`config.mk`:
```
export PLATFORM = sky130hd
export DESIGN_NAME = aks_mulmod
export DESIGN_NICKNAME = d
export VERILOG_FILES = /design/src/hw/rtl/aks_pkg.sv /design/src/hw/rtl/aks_mulmod.sv
export SDC_FILE = /design/constraint.sdc
export NUM_CORES = 2
export LEC_CHECK = 0
export BUFFER_PORTS_ARGS = -buffer_cell sky130_fd_sc_hd__buf_2
export CAP_MARGIN = 40
export CORE_UTILIZATION = 60
export CTS_BUF_LIST = sky130_fd_sc_hd__clkbuf_16
export CTS_CLUSTER_SIZE = 14
export DETAILED_ROUTE_END_ITERATION = 16
export PLACE_DENSITY_LB_ADDON = 0.05
export SYNTH_ARGS = -nofsm -noshare
export SYNTH_HDL_FRONTEND = slang
export SYNTH_SLANG_ARGS = --single-unit
```
`constraint.sdc`:
```
create_clock -name clk -period 10.2 [get_ports clk]
set_input_delay 1.02 -clock clk [delete_from_list [all_inputs] [get_ports clk]]
set_output_delay 1.02 -clock clk [all_outputs]
set_load 0.1 [all_outputs]
```
`src/hw/rtl/aks_pkg.sv`:
```
// ----------------------------------------------------------------------------
// aks_pkg
// Shared constants and modular arithmetic helpers for the congruence checker.
// ----------------------------------------------------------------------------
package aks_pkg;

  localparam int WideW = 128;
  localparam int CfgIdxW = 3;
  localparam int CfgDataW = 64;

  typedef logic [WideW-1:0] wide_t;

  localparam logic [CfgIdxW-1:0] REG_MOD_LOW  = 3'd0;
  localparam logic [CfgIdxW-1:0] REG_MOD_HIGH = 3'd1;
  localparam logic [CfgIdxW-1:0] REG_RING_DEG = 3'd2;
  localparam logic [CfgIdxW-1:0] REG_TOP_BIT  = 3'd3;
  localparam logic [CfgIdxW-1:0] REG_TARGET   = 3'd4;

  // (x + y) mod n for x < n, y <= n
  function automatic wide_t add_mod(input wide_t x, input wide_t y, input wide_t n);
    logic [WideW:0] s;
    s = {1'b0, x} + {1'b0, y};
    if (s >= {1'b0, n}) begin
      add_mod = s[WideW-1:0] - n;
    end else begin
      add_mod = s[WideW-1:0];
    end
  endfunction

endpackage

```
`src/hw/rtl/aks_mulmod.sv`:
```
// ----------------------------------------------------------------------------
// aks_mulmod
// Bit-serial modular multiplier: double-and-add over the 128 bits of b.
// ----------------------------------------------------------------------------
module aks_mulmod (
  input  logic          clk,
  input  logic          rst_n,
  input  logic          start,
  input  aks_pkg::wide_t a,
  input  aks_pkg::wide_t b,
  input  aks_pkg::wide_t n,
  output logic          done,
  output aks_pkg::wide_t res
);

  aks_pkg::wide_t a_r, b_r, res_r;
  aks_pkg::wide_t a_nxt, b_nxt, res_nxt;
  logic [6:0] cnt_r, cnt_nxt;
  logic       busy_r, busy_nxt;
  logic       phase_r, phase_nxt;
  logic       done_r, done_nxt;

  always_comb begin
    a_nxt     = a_r;
    b_nxt     = b_r;
    res_nxt   = res_r;
    cnt_nxt   = cnt_r;
    busy_nxt  = busy_r;
    phase_nxt = phase_r;
    done_nxt  = 1'b0;
    if (start) begin
      a_nxt     = a;
      b_nxt     = b;
      res_nxt   = '0;
      cnt_nxt   = '0;
      busy_nxt  = 1'b1;
      phase_nxt = 1'b0;
    end else if (busy_r) begin
      if (!phase_r) begin
        res_nxt   = aks_pkg::add_mod(res_r, res_r, n);
        phase_nxt = 1'b1;
      end else begin
        if (b_r[aks_pkg::WideW-1]) begin
          res_nxt = aks_pkg::add_mod(res_r, a_r, n);
        end
        b_nxt     = {b_r[aks_pkg::WideW-2:0], 1'b0};
        phase_nxt = 1'b0;
        cnt_nxt   = cnt_r + 7'd1;
        if (cnt_r == 7'd127) begin
          busy_nxt = 1'b0;
          done_nxt = 1'b1;
        end
      end
    end
  end

  always_ff @(posedge clk) begin
    if (!rst_n) begin
      busy_r  <= 1'b0;
      done_r  <= 1'b0;
      phase_r <= 1'b0;
      cnt_r   <= '0;
    end else begin
      busy_r  <= busy_nxt;
      done_r  <= done_nxt;
      phase_r <= phase_nxt;
      cnt_r   <= cnt_nxt;
    end
    a_r   <= a_nxt;
    b_r   <= b_nxt;
    res_r <= res_nxt;
  end

  assign done = done_r;
  assign res  = res_r;

endmodule

```
==> metrics.log <==
[metrics] clock latency of the later-clocked register in the worst-skew pair: 0.68 ns
[metrics] final-layout setup total negative slack: 0 ns
[metrics] net total in the final layout: 6,598
[metrics] Detail Placement HPWL: 142,000 µm
[metrics] post-synthesis instance area: 43,000 µm²
[metrics] number of failing setup endpoints in the final timing report: 0
[metrics] placer congestion estimate: 1.08
[metrics] most used cell along the critical path: sky130_fd_sc_hd__nor2_1
[metrics] Max Cap Violations: 0
[metrics] number of global-route vias before repair: 44,400
[metrics] Simple-Gate Fraction of Synth Area: 17.9%
[metrics] Synth Area in Compound Gates: 29.6%
[metrics] area added between synthesis and finish: 10.7%
[metrics] library cell contributing the largest single delay on the critical path: sky130_fd_sc_hd__a2111oi_0
[metrics] start-to-end type of the worst setup path: flip-flop to flip-flop
[metrics] cell row count: 97
[metrics] number of buffers and inverters on the critical path: 4
[metrics] final setup skew: 0.0656 ns
[metrics] total CTS buffers: 48
[metrics] gr ovfl total: 0
[metrics] post-synthesis net count: 6,308
[metrics] type of the worst min-delay path: input port to flip-flop
[metrics] Tmin final: 9.21 ns
[metrics] crit-path leading delay family: compound AO/OA/AOI/OAI gates
[metrics] first-pass GRT wire length: 270,000 µm
[metrics] DRC violation count after routing: 0
[metrics] period utilization: 90.3%
[metrics] Critical Path AT: 9.72 ns
[metrics] I/O pins: 516
[metrics] Mapped Avg Cell Area: 7.77 µm²
[metrics] run status: finished, final reports clean
[metrics] First DRT Iteration DRCs: 7,074
[metrics] Clock Sinks: 394
[metrics] vias: 48,100
[metrics] initial antenna violation count: 23
[metrics] GR met3 Demand/Resource: 12.2%
[metrics] Ys Warns: 0
[metrics] top-count cell post-synth: sky130_fd_sc_hd__a21oi_1
[metrics] total wire length after detailed routing: 188,000 µm
[metrics] peak supply drop: 165 µV
[metrics] largest net degree at the start of global routing: 166
[metrics] worst slew margin relative to its limit: 28.2%
[metrics] Synth area leaders: sky130_fd_sc_hd__edfxtp_1 (18%), sky130_fd_sc_hd__ha_1 (11%), sky130_fd_sc_hd__a21oi_1 (7.9%), sky130_fd_sc_hd__dfxtp_1 (6.4%), sky130_fd_sc_hd__nand2_1 (5.5%)
[metrics] Most Used Layer, Global Route: met2
[metrics] cts repair resizes: 0
[metrics] GRT Total Usage: 48.2%
[metrics] post-layout instance count excluding filler cells: 6,825
[metrics] WL/cell: 27.5 µm
[metrics] Fmax: 0.109 GHz
[metrics] largest area contributor in the netlist: sky130_fd_sc_hd__edfxtp_1
[metrics] Die X: 270 µm
[metrics] DRT antenna net count: 0
[metrics] hold-fix buffer count after cts: 0
[metrics] CTS clk-pin slew, worst paths: 0.07 ns
[metrics] xor/xnor cell area share of the yosys netlist: 7.40%
[metrics] Worst-Margin Slew: 1.05 ns
[metrics] cell count after synthesis: 5,533
[metrics] CTS tree: done
[metrics] largest fanout on the critical path: 38
[metrics] total power density per cell area: 180 nW/µm²
[metrics] Die Ht: 270 µm
[metrics] number of distinct library cell variants in the gate-level netlist after synthesis: 98
[metrics] met2 Track Usage GR: 74.4%
[metrics] global routing met1 resource utilization: 57.9%
[metrics] DR pass1 iterations: 9
[metrics] post-detailed-route via-to-cell ratio: 7.05
[metrics] slowest cell delay on critical path: 0.81 ns
[metrics] Die ar.: 72,700 µm²
[metrics] FFs w/ async S/R, synth: 0%
[metrics] share of final-layout standard cells stronger than drive strength 1: 14.6%
[metrics] arithmetic-cell share of the synthesized area counting full adders, half adders and majority gates: 11.3%
[metrics] number of buffers on the longest clock path: 3
[metrics] Starting Density: 61.0%
[metrics] total of flip-flops plus latches after synthesis: 394
[metrics] Lkg Pwr: 20.6 nW
[metrics] area fraction of the dominant cell type after synthesis: 17.9%
[metrics] leading register cell type out of synthesis: sky130_fd_sc_hd__edfxtp_1
[metrics] main combinational cell family by area after synthesis: compound AO/OA/AOI/OAI gates
[metrics] startpoint type of the worst setup path: flip-flop
[metrics] number of max-slew violations in the final report: 0
[metrics] Post CTS Setup Buffer Count: 0
[metrics] count of H-tree levels built during CTS: 2
[metrics] type of destination of the critical path: flip-flop
[metrics] post-synthesis sequential area ratio: 24.3%
[metrics] Placed Cells incl. Taps: 6,712
[metrics] quantity of I/O buffers inserted on ports: 515
[metrics] CP Data Required Time: 10.71 ns
[metrics] EDFF count, synth: 256
[metrics] root buffer cell: sky130_fd_sc_hd__clkbuf_16
[metrics] commonest cells in the synthesized netlist: sky130_fd_sc_hd__a21oi_1 (678), sky130_fd_sc_hd__nand2_1 (634), sky130_fd_sc_hd__nor2_1 (422)
[metrics] Hold Violations, Final: 0
[metrics] setup repair after global routing missed its margin: false
[metrics] proportion of synthesized area in mux cells: 4.05%
[metrics] core area: 70,500 µm²
[final cells by class]
| cell class | count | area (µm²) |
|---|---|---|
| Clock buffer | 48 | 1200 |
| Timing Repair Buffer | 563 | 3080 |
| Multi-Input combinational cell | 4559 | 30300 |
| Clock inverter | 41 | 342 |
| Fill cell | 5917 | 22900 |
| Antenna cell | 23 | 57.6 |
| Sequential cell | 394 | 10500 |
| Inverter | 257 | 965 |
| Tap cell | 940 | 1180 |
[sequential cells by signal, indices dropped and copies added, names as in the netlist]
register,count
phase_r,1
done,1
cnt_r,7
res,128
busy_r,1
b_r,128
a_r,128
[cell families (layout without fill, tap and decap cells)]
| group | Yosys count | in the layout |
|---|---|---|
| AOI/OAI and AO/OA | 1980 | 1980 |
| xor gates and xnor gates | 363 | 363 |
| adders and majority gates | 388 | 388 |
| buffers and inverters | 580 | 909 |
| DFF | 394 | 394 |
| muxes | 157 | 157 |
| other | 0 | 23 |
| and+or+nand+nor | 1671 | 1671 |
[path summary, 6_finish.rpt]
| kind | from | endpoint | slack (ns) | cells past startpoint |
|---|---|---|---|---|
| worst max-delay path | res[0] | res[127] | 0.99 | 29 |
| worst min-delay path | a[16] | a_r[16] | 0.52 | 1 |
| worst max register to register | res[0] | res[127] | 0.99 | 29 |
| worst min register to register | res[20] | res[20] | 0.53 | 2 |
[where the power goes]
group / total [W] / switching, W / internal [W] / leakage [nW]
registers: 0.00198 / 0.000138 / 0.00184 / 3.63
logic: 0.00481 / 0.00325 / 0.00156 / 16.2
clock network: 0.00177 / 0.000830 / 0.000942 / 0.801
[metrics by stage]
step	worst slack [ns]	instance area, µm²	utilization, %	power (W)	hold slack [ns]
CTS	1.33	47500	67.4	0.00832	0.516
global placement	0.671	45800	64.9	0.00650	0.468
floorplan	3.34	43000	-	0.00532	0.454
detailed placement	1.49	46000	65.2	0.00656	0.473
global route	0.579	47600	67.5	0.00886	0.522
finish	0.985	47600	67.5	0.00856	0.520
[metal layers]
metal / vias to the layer above / routed length, µm / part of all wire (%)
met5: - / 70 / 0.037
met4: 10 / 17200 / 9.2
met3: 1040 / 22500 / 12
met2: 3769 / 80800 / 43
met1: 22100 / 67200 / 36
li1: 21100 / - / -
[cells in the final DEF (no fill, tap or decap), drive strengths merged, types with 41 or more instances in the layout]
cell type and instances:
xor2 136, nand3 68, mux2 135, nand4 185
ha 385, o21ai 378, edfxtp 256, nand2b 43
a211oi 101, a21o 199, dfxtp 138, o21a 62
a21oi 681, o211ai 54, xnor2 227, nor2b 41
buf 561, nor2 422, nand2 634, o21bai 122
clkbuf 48, nor3 104, inv 272, a31oi 66
Note: power is estimated with default switching activity, not from simulation.
